### config.mk
export PLATFORM = sky130hd
export DESIGN_NAME = grinder_controller_debounced
export DESIGN_NICKNAME = d
export VERILOG_FILES = /design/src/hw/rtl/grind_pkg.sv /design/src/hw/rtl/grinder_controller_debounced.sv
export SDC_FILE = /design/constraint.sdc
export NUM_CORES = 1
export LEC_CHECK = 0
export BUFFER_PORTS_ARGS = -buffer_cell sky130_fd_sc_hd__buf_2
export CAP_MARGIN = 20
export CORE_UTILIZATION = 45
export DETAILED_ROUTE_END_ITERATION = 10
export RECOVER_POWER = 50
export SLEW_MARGIN = 15
export SYNTH_ARGS = -nofsm -noshare
export SYNTH_HDL_FRONTEND = slang
export SYNTH_SLANG_ARGS = --single-unit
### constraint.sdc
create_clock -name clk_i -period 9.61 [get_ports clk_i]
set_input_delay 2.4025 -clock clk_i [delete_from_list [all_inputs] [get_ports clk_i]]
set_output_delay 2.4025 -clock clk_i [all_outputs]
set_load 0.02 [all_outputs]
### src/hw/rtl/grind_pkg.sv
// Package for the debounced grinder controller: register map, reset values
// of the configuration registers and the constants of the grind-time scaling.
// No dependencies.
package grind_pkg;

  // Default number of 10 ms ticks in one second of countdown.
  localparam int TICKS_PER_SECOND = 100;

  // Significant bits of the potentiometer reading; the port is 12 bits wide.
  localparam int ADC_BITS = 12;
  localparam int AdcW     = 12;
  localparam logic [AdcW-1:0] ADC_MASK =
      (ADC_BITS >= AdcW) ? {AdcW{1'b1}} : AdcW'((1 << ADC_BITS) - 1);

  // Division by 25 as a multiply by a rounded-up reciprocal. With a 12-bit
  // dividend the error term stays below one quotient step, so it is exact.
  localparam int           DIV25_SHIFT = 17;
  localparam logic [12:0]  DIV25_MUL   = 13'd5243;

  // APB register indexes (byte address is four times the index).
  typedef enum logic [2:0] {
    REG_PAUSE_SECONDS  = 3'd0,
    REG_GRIND_OFFSET   = 3'd1,
    REG_PRESS_GAIN     = 3'd2,
    REG_RELEASE_GAIN   = 3'd3,
    REG_DEBOUNCE_LIMIT = 3'd4,
    REG_RAMP_STEP      = 3'd5,
    REG_RAMP_PEAK      = 3'd6
  } cfg_reg_e;

  // Register reset values.
  localparam logic [7:0]  PAUSE_SECONDS_RST  = 8'd20;
  localparam logic [5:0]  GRIND_OFFSET_RST   = 6'd5;
  localparam logic [5:0]  PRESS_GAIN_RST     = 6'd30;
  localparam logic [5:0]  RELEASE_GAIN_RST   = 6'd10;
  localparam logic [6:0]  DEBOUNCE_LIMIT_RST = 7'd100;
  localparam logic [7:0]  RAMP_STEP_RST      = 8'd8;
  localparam logic [11:0] RAMP_PEAK_RST      = 12'd2048;

  // Brightest level the blue lamp can be driven to.
  localparam logic [11:0] BLUE_MAX = 12'd4095;

endpackage

### src/hw/rtl/grinder_controller_debounced.sv
// Debounced grinder controller: one transaction per 10 ms tick, six-state
// controller with debouncer, countdowns and idle breathing ramp.
// Depends on grind_pkg.
//
//  channel   direction  handshake              payload
//  --------  ---------  ---------------------  ------------------------------------
//  tick in   input      in_valid_i/in_ready_o  button, joystick, trip, adc sample
//  result    output     out_valid_o/out_ready_i state, motor, green, red, blue level
//  config    input      APB psel/penable       seven registers at 4*index
//
// The block takes one tick transaction per clock cycle while results are taken
// without a stall. A tick is captured in an input register; once the result
// slot is free, a single pass of logic steps the controller and loads the
// state registers, which double as the result register, so the result is on
// the outputs from the clock edge that steps the controller.
// Reset clears the controller to Safe with all lamps and the motor off.
// While a result waits for out_ready_i, one more tick can sit in the input
// register; the controller does not step until the waiting result is taken.
module grinder_controller_debounced
  import grind_pkg::*;
#(
  parameter int TicksPerSecond = TICKS_PER_SECOND
) (
  input  logic        clk_i,
  input  logic        rst_ni,
  // Tick transactions.
  input  logic        in_valid_i,
  output logic        in_ready_o,
  input  logic        button_level_i,
  input  logic        joystick_centre_i,
  input  logic        safety_trip_i,
  input  logic [11:0] adc_sample_i,
  input  logic        adc_valid_i,
  // Result transactions.
  output logic        out_valid_o,
  input  logic        out_ready_i,
  output logic [2:0]  ctrl_state_o,
  output logic        motor_on_o,
  output logic        green_led_o,
  output logic        red_led_o,
  output logic [11:0] blue_level_o,
  // Configuration port.
  input  logic        psel,
  input  logic        penable,
  input  logic        pwrite,
  input  logic [4:0]  paddr,
  input  logic [31:0] pwdata,
  output logic [31:0] prdata,
  output logic        pready
);

  localparam int PhaseW = (TicksPerSecond > 1) ? $clog2(TicksPerSecond) : 1;
  localparam logic [PhaseW-1:0] PhaseLast = PhaseW'(TicksPerSecond - 1);

  typedef enum logic [2:0] {
    MODE_SAFE     = 3'd0,
    MODE_IDLE     = 3'd1,
    MODE_GRINDSET = 3'd2,
    MODE_GRIND    = 3'd3,
    MODE_PAUSESET = 3'd4,
    MODE_PAUSE    = 3'd5
  } mode_e;

  // ---------------------------------------------------------------------------
  // Configuration registers. Writes land on the access phase of an APB write;
  // addresses past the last register are ignored.
  // ---------------------------------------------------------------------------
  logic [7:0]  pause_seconds_q;
  logic [5:0]  grind_offset_q;
  logic [5:0]  press_gain_q;
  logic [5:0]  release_gain_q;
  logic [6:0]  debounce_limit_q;
  logic [7:0]  ramp_step_q;
  logic [11:0] ramp_peak_q;

  logic     cfg_wr;
  cfg_reg_e cfg_idx;

  assign cfg_wr  = psel && penable && pwrite;
  assign cfg_idx = cfg_reg_e'(paddr[4:2]);
  assign pready  = 1'b1;

  always_ff @(posedge clk_i or negedge rst_ni) begin
    if (!rst_ni) begin
      pause_seconds_q  <= PAUSE_SECONDS_RST;
      grind_offset_q   <= GRIND_OFFSET_RST;
      press_gain_q     <= PRESS_GAIN_RST;
      release_gain_q   <= RELEASE_GAIN_RST;
      debounce_limit_q <= DEBOUNCE_LIMIT_RST;
      ramp_step_q      <= RAMP_STEP_RST;
      ramp_peak_q      <= RAMP_PEAK_RST;
    end else if (cfg_wr) begin
      unique case (cfg_idx)
        REG_PAUSE_SECONDS:  pause_seconds_q  <= pwdata[7:0];
        REG_GRIND_OFFSET:   grind_offset_q   <= pwdata[5:0];
        REG_PRESS_GAIN:     press_gain_q     <= pwdata[5:0];
        REG_RELEASE_GAIN:   release_gain_q   <= pwdata[5:0];
        REG_DEBOUNCE_LIMIT: debounce_limit_q <= pwdata[6:0];
        REG_RAMP_STEP:      ramp_step_q      <= pwdata[7:0];
        REG_RAMP_PEAK:      ramp_peak_q      <= pwdata[11:0];
        default: ;
      endcase
    end
  end

  always_comb begin
    unique case (cfg_idx)
      REG_PAUSE_SECONDS:  prdata = {24'd0, pause_seconds_q};
      REG_GRIND_OFFSET:   prdata = {26'd0, grind_offset_q};
      REG_PRESS_GAIN:     prdata = {26'd0, press_gain_q};
      REG_RELEASE_GAIN:   prdata = {26'd0, release_gain_q};
      REG_DEBOUNCE_LIMIT: prdata = {25'd0, debounce_limit_q};
      REG_RAMP_STEP:      prdata = {24'd0, ramp_step_q};
      REG_RAMP_PEAK:      prdata = {20'd0, ramp_peak_q};
      default:            prdata = 32'd0;
    endcase
  end

  // ---------------------------------------------------------------------------
  // Input register and flow control. The controller steps ("advance") when a
  // tick is held and the result slot is free or being emptied this cycle.
  // ---------------------------------------------------------------------------
  logic        in_vld_q;
  logic        btn_q, joy_q, trip_q, adcv_q;
  logic [11:0] adc_q;
  logic        out_vld_q;
  logic        advance;

  assign advance    = in_vld_q && (!out_vld_q || out_ready_i);
  assign in_ready_o = !in_vld_q || advance;

  always_ff @(posedge clk_i or negedge rst_ni) begin
    if (!rst_ni) begin
      in_vld_q  <= 1'b0;
      out_vld_q <= 1'b0;
    end else begin
      if (in_ready_o) begin
        in_vld_q <= in_valid_i;
      end
      if (advance) begin
        out_vld_q <= 1'b1;
      end else if (out_ready_i) begin
        out_vld_q <= 1'b0;
      end
    end
  end

  always_ff @(posedge clk_i) begin
    if (in_valid_i && in_ready_o) begin
      btn_q  <= button_level_i;
      joy_q  <= joystick_centre_i;
      trip_q <= safety_trip_i;
      adc_q  <= adc_sample_i;
      adcv_q <= adc_valid_i;
    end
  end

  // ---------------------------------------------------------------------------
  // Controller state. These registers are also the result register: they
  // change only when a tick is processed, which is when out_valid_o is set.
  // ---------------------------------------------------------------------------
  mode_e              mode_q, mode_d;
  logic [PhaseW-1:0]  phase_q, phase_d;
  logic [7:0]         grind_q, grind_d;
  logic [7:0]         pause_q, pause_d;
  logic signed [7:0]  hist_q, hist_d;
  logic signed [1:0]  prev_q, prev_d;
  logic               pressed_q, pressed_d;
  logic signed [13:0] ramp_q, ramp_d;
  logic               motor_q, motor_d;
  logic               green_q, green_d;
  logic               red_q, red_d;
  logic [11:0]        blue_q, blue_d;

  // Debouncer step, computed every cycle and committed only where the
  // controller samples the button. The history adds the weighted current
  // sample and removes the weighted previous one, then clamps at +/- limit.
  logic signed [9:0]  gain_term, rel_term, lim_pos, hist_sum, hist_clip;
  logic               db_pressed;
  logic signed [1:0]  db_sample;

  always_comb begin
    gain_term = $signed({4'd0, press_gain_q});
    if (!btn_q) begin
      gain_term = -gain_term;
    end
    rel_term = $signed({4'd0, release_gain_q});
    if (prev_q == 2'sd0) begin
      rel_term = 10'sd0;
    end else if (prev_q < 2'sd0) begin
      rel_term = -rel_term;
    end
    lim_pos   = $signed({3'd0, debounce_limit_q});
    hist_sum  = 10'(hist_q) + gain_term - rel_term;
    hist_clip = hist_sum;
    db_pressed = pressed_q;
    if (hist_clip >= lim_pos) begin
      hist_clip  = lim_pos;
      db_pressed = 1'b1;
    end
    if (hist_clip <= -lim_pos) begin
      hist_clip  = -lim_pos;
      db_pressed = 1'b0;
    end
    db_sample = btn_q ? 2'sd1 : -2'sd1;
  end

  // Breathing ramp: the ramp runs up by ramp_step and flips sign once it
  // reaches the peak, so its magnitude traces a triangle.
  logic signed [13:0] ramp_flip, ramp_next, ramp_mag;
  logic [11:0]        ramp_level;

  always_comb begin
    ramp_flip = ramp_q;
    if (ramp_q >= $signed({2'd0, ramp_peak_q})) begin
      ramp_flip = -ramp_q;
    end
    ramp_next  = ramp_flip + $signed({6'd0, ramp_step_q});
    ramp_mag   = (ramp_next < 14'sd0) ? -ramp_next : ramp_next;
    ramp_level = (ramp_mag > $signed({2'd0, BLUE_MAX})) ? BLUE_MAX : ramp_mag[11:0];
  end

  // Grind time from the potentiometer: reading / 25 + offset, capped at 255; zero without a valid conversion.
  logic [11:0] adc_masked;
  logic [24:0] div_prod;
  logic [8:0]  grind_sum;
  logic [7:0]  grind_load;

  always_comb begin
    adc_masked = adc_q & ADC_MASK;
    div_prod   = {13'd0, adc_masked} * {12'd0, DIV25_MUL};
    grind_sum  = {1'b0, div_prod[DIV25_SHIFT +: 8]} + {3'd0, grind_offset_q};
    grind_load = (grind_sum > 9'd255) ? 8'd255 : grind_sum[7:0];
    if (!adcv_q) begin
      grind_load = 8'd0;
    end
  end

  // One controller step per tick.
  logic       second;
  logic [7:0] grind_dec, pause_dec;
  logic       sample_en;

  always_comb begin
    phase_d   = (phase_q == PhaseLast) ? '0 : phase_q + 1'b1;
    second    = (phase_d == '0);
    grind_dec = (second && grind_q != 8'd0) ? grind_q - 8'd1 : grind_q;
    pause_dec = (second && pause_q != 8'd0) ? pause_q - 8'd1 : pause_q;

    mode_d    = mode_q;
    grind_d   = grind_q;
    pause_d   = pause_q;
    ramp_d    = ramp_q;
    motor_d   = motor_q;
    green_d   = green_q;
    red_d     = red_q;
    blue_d    = blue_q;
    sample_en = 1'b0;

    if (trip_q) begin
      mode_d  = MODE_SAFE;
      green_d = 1'b0;
      red_d   = 1'b1;
      blue_d  = 12'd0;
      motor_d = 1'b0;
    end else begin
      unique case (mode_q)
        MODE_IDLE: begin
          pause_d   = 8'd0;
          motor_d   = 1'b0;
          ramp_d    = ramp_next;
          blue_d    = ramp_level;
          sample_en = 1'b1;
          if (db_pressed) begin
            blue_d  = 12'd0;
            grind_d = grind_load;
            mode_d  = MODE_GRINDSET;
          end
        end
        MODE_GRINDSET: begin
          sample_en = 1'b1;
          if (!db_pressed) begin
            mode_d  = MODE_GRIND;
            motor_d = 1'b1;
          end
        end
        MODE_GRIND: begin
          grind_d = grind_dec;
          if (grind_dec != 8'd0) begin
            sample_en = 1'b1;
            if (db_pressed) begin
              mode_d = MODE_PAUSESET;
            end
          end else begin
            motor_d = 1'b0;
            mode_d  = MODE_IDLE;
          end
        end
        MODE_PAUSESET: begin
          motor_d   = 1'b0;
          green_d   = 1'b1;
          sample_en = 1'b1;
          if (!db_pressed) begin
            pause_d = pause_seconds_q;
            mode_d  = MODE_PAUSE;
          end
        end
        MODE_PAUSE: begin
          pause_d   = pause_dec;
          sample_en = 1'b1;
          // An expiry and a press in the same tick end up in GrindSet.
          if (pause_dec == 8'd0) begin
            green_d = 1'b0;
            mode_d  = MODE_IDLE;
          end
          if (db_pressed) begin
            green_d = 1'b0;
            mode_d  = MODE_GRINDSET;
          end
        end
        default: begin
          // Safe, and any code outside the six states, waits for the
          // joystick centre press.
          mode_d = MODE_SAFE;
          if (joy_q) begin
            mode_d = MODE_IDLE;
            red_d  = 1'b0;
          end
        end
      endcase
    end

    if (sample_en) begin
      hist_d    = hist_clip[7:0];
      prev_d    = db_sample;
      pressed_d = db_pressed;
    end else begin
      hist_d    = hist_q;
      prev_d    = prev_q;
      pressed_d = pressed_q;
    end
  end

  always_ff @(posedge clk_i or negedge rst_ni) begin
    if (!rst_ni) begin
      mode_q    <= MODE_SAFE;
      phase_q   <= '0;
      grind_q   <= 8'd0;
      pause_q   <= 8'd0;
      hist_q    <= 8'sd0;
      prev_q    <= 2'sd0;
      pressed_q <= 1'b0;
      ramp_q    <= 14'sd1;
      motor_q   <= 1'b0;
      green_q   <= 1'b0;
      red_q     <= 1'b0;
      blue_q    <= 12'd0;
    end else if (advance) begin
      mode_q    <= mode_d;
      phase_q   <= phase_d;
      grind_q   <= grind_d;
      pause_q   <= pause_d;
      hist_q    <= hist_d;
      prev_q    <= prev_d;
      pressed_q <= pressed_d;
      ramp_q    <= ramp_d;
      motor_q   <= motor_d;
      green_q   <= green_d;
      red_q     <= red_d;
      blue_q    <= blue_d;
    end
  end

  assign out_valid_o  = out_vld_q;
  assign ctrl_state_o = mode_q;
  assign motor_on_o   = motor_q;
  assign green_led_o  = green_q;
  assign red_led_o    = red_q;
  assign blue_level_o = blue_q;

  // ---------------------------------------------------------------------------
  // Assertions.
  // ---------------------------------------------------------------------------
  // The motor only runs while grinding, and for the one tick in PauseSet that
  // follows a press during a grind, before PauseSet switches it off.
  a_motor_grind: assert property (@(posedge clk_i) disable iff (!rst_ni)
    motor_q |-> ((mode_q == MODE_GRIND) || (mode_q == MODE_PAUSESET)))
    else $error("motor on outside the Grind and PauseSet states");

  // The red lamp is only lit in Safe.
  a_red_safe: assert property (@(posedge clk_i) disable iff (!rst_ni)
    red_q |-> (mode_q == MODE_SAFE))
    else $error("red lamp lit outside the Safe state");

  // The breathing level is dark outside Idle.
  a_blue_idle: assert property (@(posedge clk_i) disable iff (!rst_ni)
    (blue_q != 12'd0) |-> (mode_q == MODE_IDLE))
    else $error("blue lamp lit outside the Idle state");

  // A result that is not taken keeps the controller from stepping.
  a_stall_hold: assert property (@(posedge clk_i) disable iff (!rst_ni)
    (out_vld_q && !out_ready_i) |=> ($stable(mode_q) && $stable(phase_q)))
    else $error("controller stepped while a result was waiting");

  // The tick phase stays inside one second.
  a_phase_range: assert property (@(posedge clk_i) disable iff (!rst_ni)
    phase_q <= PhaseLast)
    else $error("tick phase out of range");

endmodule

## After elaboration in Yosys (flattened, before gate mapping)

Cells that the tools add are included.

- Input port bits: 60
- Logic and storage cells: 161
- Flip-flop bits (word level): 137

- Reductions and logical operators: 43
- Multiplexer cells: 50
- Multiply operators: 1
- $lt $le $gt $ge: 7
- Equal/unequal tests: 21
- $add $sub $neg: 12
- Bitwise gates (word level): 1

Operator list:

| cell | number |
|---|---|
| 12-bit case mux with 7 select lines | 1 |
| 8-bit two-way mux | 7 |
| 12-bit two-way mux | 4 |
| 10-bit two-way mux | 4 |
| 14-bit two-way mux | 2 |
| 14-bit negation | 2 |
| 12-bit by 13-bit multiplier with 25-bit output, second input constant | 1 |
| 3-bit two-way mux | 8 |
| 8-bit case mux with 3 select lines | 1 |
| 8-bit nonzero test | 3 |
| 6-bit negation with 10-bit output | 2 |
| 2-bit AND reduction | 9 |
| 1-bit two-way mux | 16 |
| 8-bit case mux with 2 select lines | 1 |
| 8-bit by 1-bit subtractor with 8-bit output, second input constant | 2 |
| 3-bit == test, second input constant | 5 |
| 3-bit case mux with 5 select lines | 1 |
| 14-bit by 9-bit adder with 14-bit output | 1 |
| 14-bit by 13-bit >= comparator with 1-bit output | 1 |
| 14-bit by 13-bit greater-than comparator with 1-bit output, second input constant | 1 |
| 14-bit by 1-bit < comparator with 1-bit output, second input constant | 1 |
| 3-bit by 2-bit == test with 1-bit output, second input constant | 4 |
| 3-bit != test, second input constant | 4 |
| 4-bit AND reduction | 3 |
| 34 further kinds | 51 |

## Depth between registers and ports, before layout

- Word-level depth: 12
- Mapped depth: 33
- Mapped depth without buffers: 32

## Worst setup path after synthesis

No wires, ideal clock.

- Path type: reg-to-reg
- Start: reg release_gain_q[1]
- End: reg mode_q[0], in the netlist ctrl_state_o[0]
- Arrival time: 6.774 ns
- Cell stages (with the launch flop): 29
- Setup time: 0.125 ns
- Data required time: 9.485 ns
- Setup slack: 2.712 ns
- Cells stage by stage: dfstp_2 > inv_1 > ha_1 > and2_0 > o21ai_0 > o31ai_1 > fa_1 > inv_1 > ha_1 > and3_1 > a2111oi_0 > xnor2_1 > ha_1 > a21o_1 > a31o_2 > o31ai_1 > clkbuf_1 > mux2_2 > ha_1 > o21a_1 > o21ai_0 > a21oi_1 > nor3_1 > o32ai_1 > o21a_1 > buf_2 > o211ai_1 > a31oi_1 > mux2_2

- Longest elaborated chain between the ends: 11

Ends and longest elaborated chain:

| element | line | source |
|---|---|---|
| start: declaration | grinder_controller_debounced.sv:71 | `logic [5:0] release_gain_q;` |
| start signal: assignment | grinder_controller_debounced.sv:97 | `REG_RELEASE_GAIN: release_gain_q <= pwdata[5:0];` |
| 6-bit negation with 10-bit output | grinder_controller_debounced.sv:191 | `rel_term = -rel_term;` |
| 10-bit two-way mux * | grinder_controller_debounced.sv:190 | `end else if (prev_q < 2'sd0) begin` |
| 10-bit two-way mux * | grinder_controller_debounced.sv:188 | `if (prev_q == 2'sd0) begin` |
| 10-bit subtractor * | grinder_controller_debounced.sv:194 | `hist_sum = 10'(hist_q) + gain_term - rel_term;` |
| 10-bit by 8-bit >= comparator with 1-bit output | grinder_controller_debounced.sv:197 | `if (hist_clip >= lim_pos) begin` |
| 10-bit two-way mux | grinder_controller_debounced.sv:197 |  |
| 10-bit <= comparator | grinder_controller_debounced.sv:201 | `if (hist_clip <= -lim_pos) begin` |
| 1-bit two-way mux * | grinder_controller_debounced.sv:201 |  |
| 3-bit two-way mux | grinder_controller_debounced.sv:316 | `if (db_pressed) begin` |
| 3-bit case mux with 5 select lines | grinder_controller_debounced.sv:267 | `unique case (mode_q)` |
| 3-bit two-way mux | grinder_controller_debounced.sv:260 | `if (trip_q) begin` |
| end signal: assignment | grinder_controller_debounced.sv:359 | `mode_q <= mode_d;` |
| end: declaration | grinder_controller_debounced.sv:162 | `mode_e mode_q, mode_d;` |

Every way passes the cells marked *; elsewhere a longest branch is shown, timed or not.
A chain may end at the register's enable or synchronous reset.

## Final worst setup path

- Start: reg release_gain_q[1]
- End: reg grind_q[5]

- Longest elaborated chain between the ends: 10

Ends and longest elaborated chain:

| element | line | source |
|---|---|---|
| 6-bit negation with 10-bit output | grinder_controller_debounced.sv:191 |  |
| 10-bit two-way mux * | grinder_controller_debounced.sv:190 |  |
| 10-bit two-way mux * | grinder_controller_debounced.sv:188 |  |
| 10-bit subtractor * | grinder_controller_debounced.sv:194 |  |
| 10-bit by 8-bit >= comparator with 1-bit output | grinder_controller_debounced.sv:197 |  |
| 10-bit two-way mux | grinder_controller_debounced.sv:197 |  |
| 10-bit <= comparator | grinder_controller_debounced.sv:201 |  |
| 1-bit two-way mux * | grinder_controller_debounced.sv:201 |  |
| 2-bit != test (no line) * | n/a |  |
| 4-bit AND reduction (no line) * | n/a |  |
| end signal: assignment | grinder_controller_debounced.sv:361 | `grind_q <= grind_d;` |
| end: declaration | grinder_controller_debounced.sv:164 | `logic [7:0] grind_q, grind_d;` |

Marks and branches as above.

==> reports/qor.yml <==
placement:
  place_hpwl_mm: 24.5
  io_buffers: 69
  placed_area_um2: 13500
  place_congestion: 0.872
clock_network:
  root_buffer: "clkbuf_16"
  htree_levels: 4
  cts_resized: 0
  cts_hold_buf: 0
  cts_tree: "yes"
  clockBufferDepth: 2
  insertion_delay_ns: 0.44
  cts_made_buffers: 17
  clk_pin_slew_ns: 0.06
  cts_setup_buffers: 0
  clock-sinks: 137
final_layout:
  final_common_cell: "inv_1"
  drive_gt1_share_pct: 12.2
  final_cell_mix: "181 x inv_1, 145 x ha_1, 109 x nand2_1"
  layout.nets: 1736
  final_area_um2: 14100
  area_growth_pct: 9.37
  diodes: 0
global_route:
  track_usage_pct: 22.4
  antenna_found_initial: 0
  grt_pass1_vias: 9871
  grt_pass1_wl_mm: 51.3
  overflow: 0
  grt_max_degree: 64
critical_path:
  required_ns: 9.93
  crit_path_max_fanout: 18
  critPathCaptureType: "register"
  path_class: "register to register"
  start_kind: "register"
  slowest_stage: "a2111oi_0"
  arrival_ns: 7.94
  crit_top_cell: "ha_1"
  critPathMaxStageDelay_ns: 0.78
floorplanning:
  start_util_pct: 46.1
  coreArea_um2: 28000
  dieArea_um2: 29400
  ios: 113
  rows: 61
  dieWidth_um: 171
  chipHeight_um: 171
synth:
  ys_ff_latch: 137
  synth_ff_type: "dfrtp_1"
  synth_area_leader_cell: "dfrtp_1"
  syn_area_um2: 12900
  ys_async_sr_fraction_pct: 88.3
  syn-instance-count: 1420
  yosysUniqueCellTypes: 87
  yosys_warnings: 0
  synth_enable_flop_cells: 16
  ys_seq_area_share_pct: 27.3
  syn_area_per_cell_um2: 9.09
  synth_top_area_share_pct: 20.4
  synth_area_leaders: "dfrtp_1 20%, ha_1 14%, fa_1 8.8%"
drt:
  routed_wl_mm: 31.2
  viasPerCell: 5.47
  drt_iter0_drc: 627
  vias: 10200
  final_antenna_net_count: 0
  drt-pass1-iter-count: 5
  wl_per_cell_um: 16.7
  drc: 0
timing:
  relSlewSlack_pct: -127
  finalCritPeriodShare_pct: 79.3
  worstMarginPinSlew_ns: 3.41
  period_minus_slack_ns: 7.62
  tns_ns: 0
  fmax_mhz: 131
  drv_slew: 124
  hold_violations: 0
  setup_viol: 0
  grt_setup_unrepaired: "no"
  fin_skew_ns: 0.0149
status:
  outcome: "finished, violations left"
  violations: "capacitance limit, slew limit"
flow_run:
  max_cap_viol_count: 2
min_path:
  hp-class: "register to register"
## final cells by class
class	instances	area [µm²]
fillers	2651	13900
multi-input cells	1060	8450
flip-flops and latches	137	3530
inverters	182	683
well taps	378	473
clock buffers	17	425
repair buffers	76	365
clock inverters	15	189
## state kept, by name (all words and copies together), names as in the netlist, 2 cells and up
register          count
ramp_step_q           8
press_gain_q          6
prev_q                2
adc_masked           12
blue_level_o         12
debounce_limit_q      7
release_gain_q        6
hist_q                8
grind_q               8
phase_q               7
ctrl_state_o          3
pause_q               8
ramp_peak_q          12
pause_seconds_q       8
ramp_q               14
grind_offset_q        6
## logic make-up after synthesis
group           share of synthesized area, %
simple gates                            14.7
flops                                   27.3
buf+inv                                 7.82
other cells                           0.0582
xor+xnor                                4.61
compound gates                          16.4
fa+ha+maj                               22.9
mux                                     6.15
## synth_stat cells, types with 5 or more instances
library cell	n
or4_1	6
a22o_1	5
nor2b_1	14
mux2_2	50
a21oi_1	53
mux2i_1	14
buf_2	5
a31oi_1	15
nand2b_1	12
and3_1	5
nor4_1	13
nor3_1	45
dfstp_2	16
ha_1	145
a21o_1	24
o31ai_1	11
o211ai_1	10
xnor2_1	40
dfrtp_1	105
nand4_1	16
o21bai_1	6
nor4b_1	5
nor2_1	95
xor2_1	26
nor3b_1	6
a31o_2	5
o21a_1	8
a211o_1	7
a221o_1	13
fa_1	57
inv_1	181
o21ai_0	108
nand2_1	109
buf_4	21
nand3b_1	7
edfxtp_1	16
clkbuf_1	30
nand3_1	14
and2_1	9
or3_1	12
a211oi_1	9
## layer usage
layer  global-route usage (%)  vias to the layer above  share of wire, %
li1                         -                     5063                 -
met1                     31.9                     4899                50
met2                     35.0                      207                45
met3                     3.45                       31               3.7
met4                     6.87                        0               1.6
met5                        0                        -                 0
## stage by stage
step,setup WS [ns],util (%),std cells,hold slack [ns]
finish,1.99,50.4,1865,0.504
global route,0.821,50.4,1865,0.524
CTS,1.92,50.5,1864,0.504
detailed placement,1.96,48.3,1832,0.490
global placement,2.06,48.2,1831,0.487
floorplan,2.71,-,1439,0.471
## critical path, delay by kind of cell (launching register included)
family | cells | cell delay [ns]
AO/OA/AOI/OAI | 13 | 3.78
XOR/XNOR | 1 | 0.21
adder cells (fa/ha/maj) | 5 | 1.62
buffers and inverters | 4 | 0.57
flip-flops | 1 | 0.55
multiplexers | 1 | 0.36
AND/OR/NAND/NOR | 4 | 0.41
## worst paths after layout
path | from | end | slack (ns) | depth (start not counted)
setup / recovery | release_gain_q[1] | grind_q[5] | 1.99 | 28
hold / removal | motor_on_o | motor_on_o | 0.50 | 1
setup reg to reg | release_gain_q[1] | grind_q[5] | 1.99 | 28
hold reg to reg | motor_on_o | motor_on_o | 0.50 | 1
max in group asynchronous | rst_ni | hist_q[0] | 2.19 | 2
min in group asynchronous | rst_ni | phase_q[4] | 3.01 | 1
Power is not shown: default switching activity piles up to over one toggle a cycle in this logic, so the estimate is an artifact.
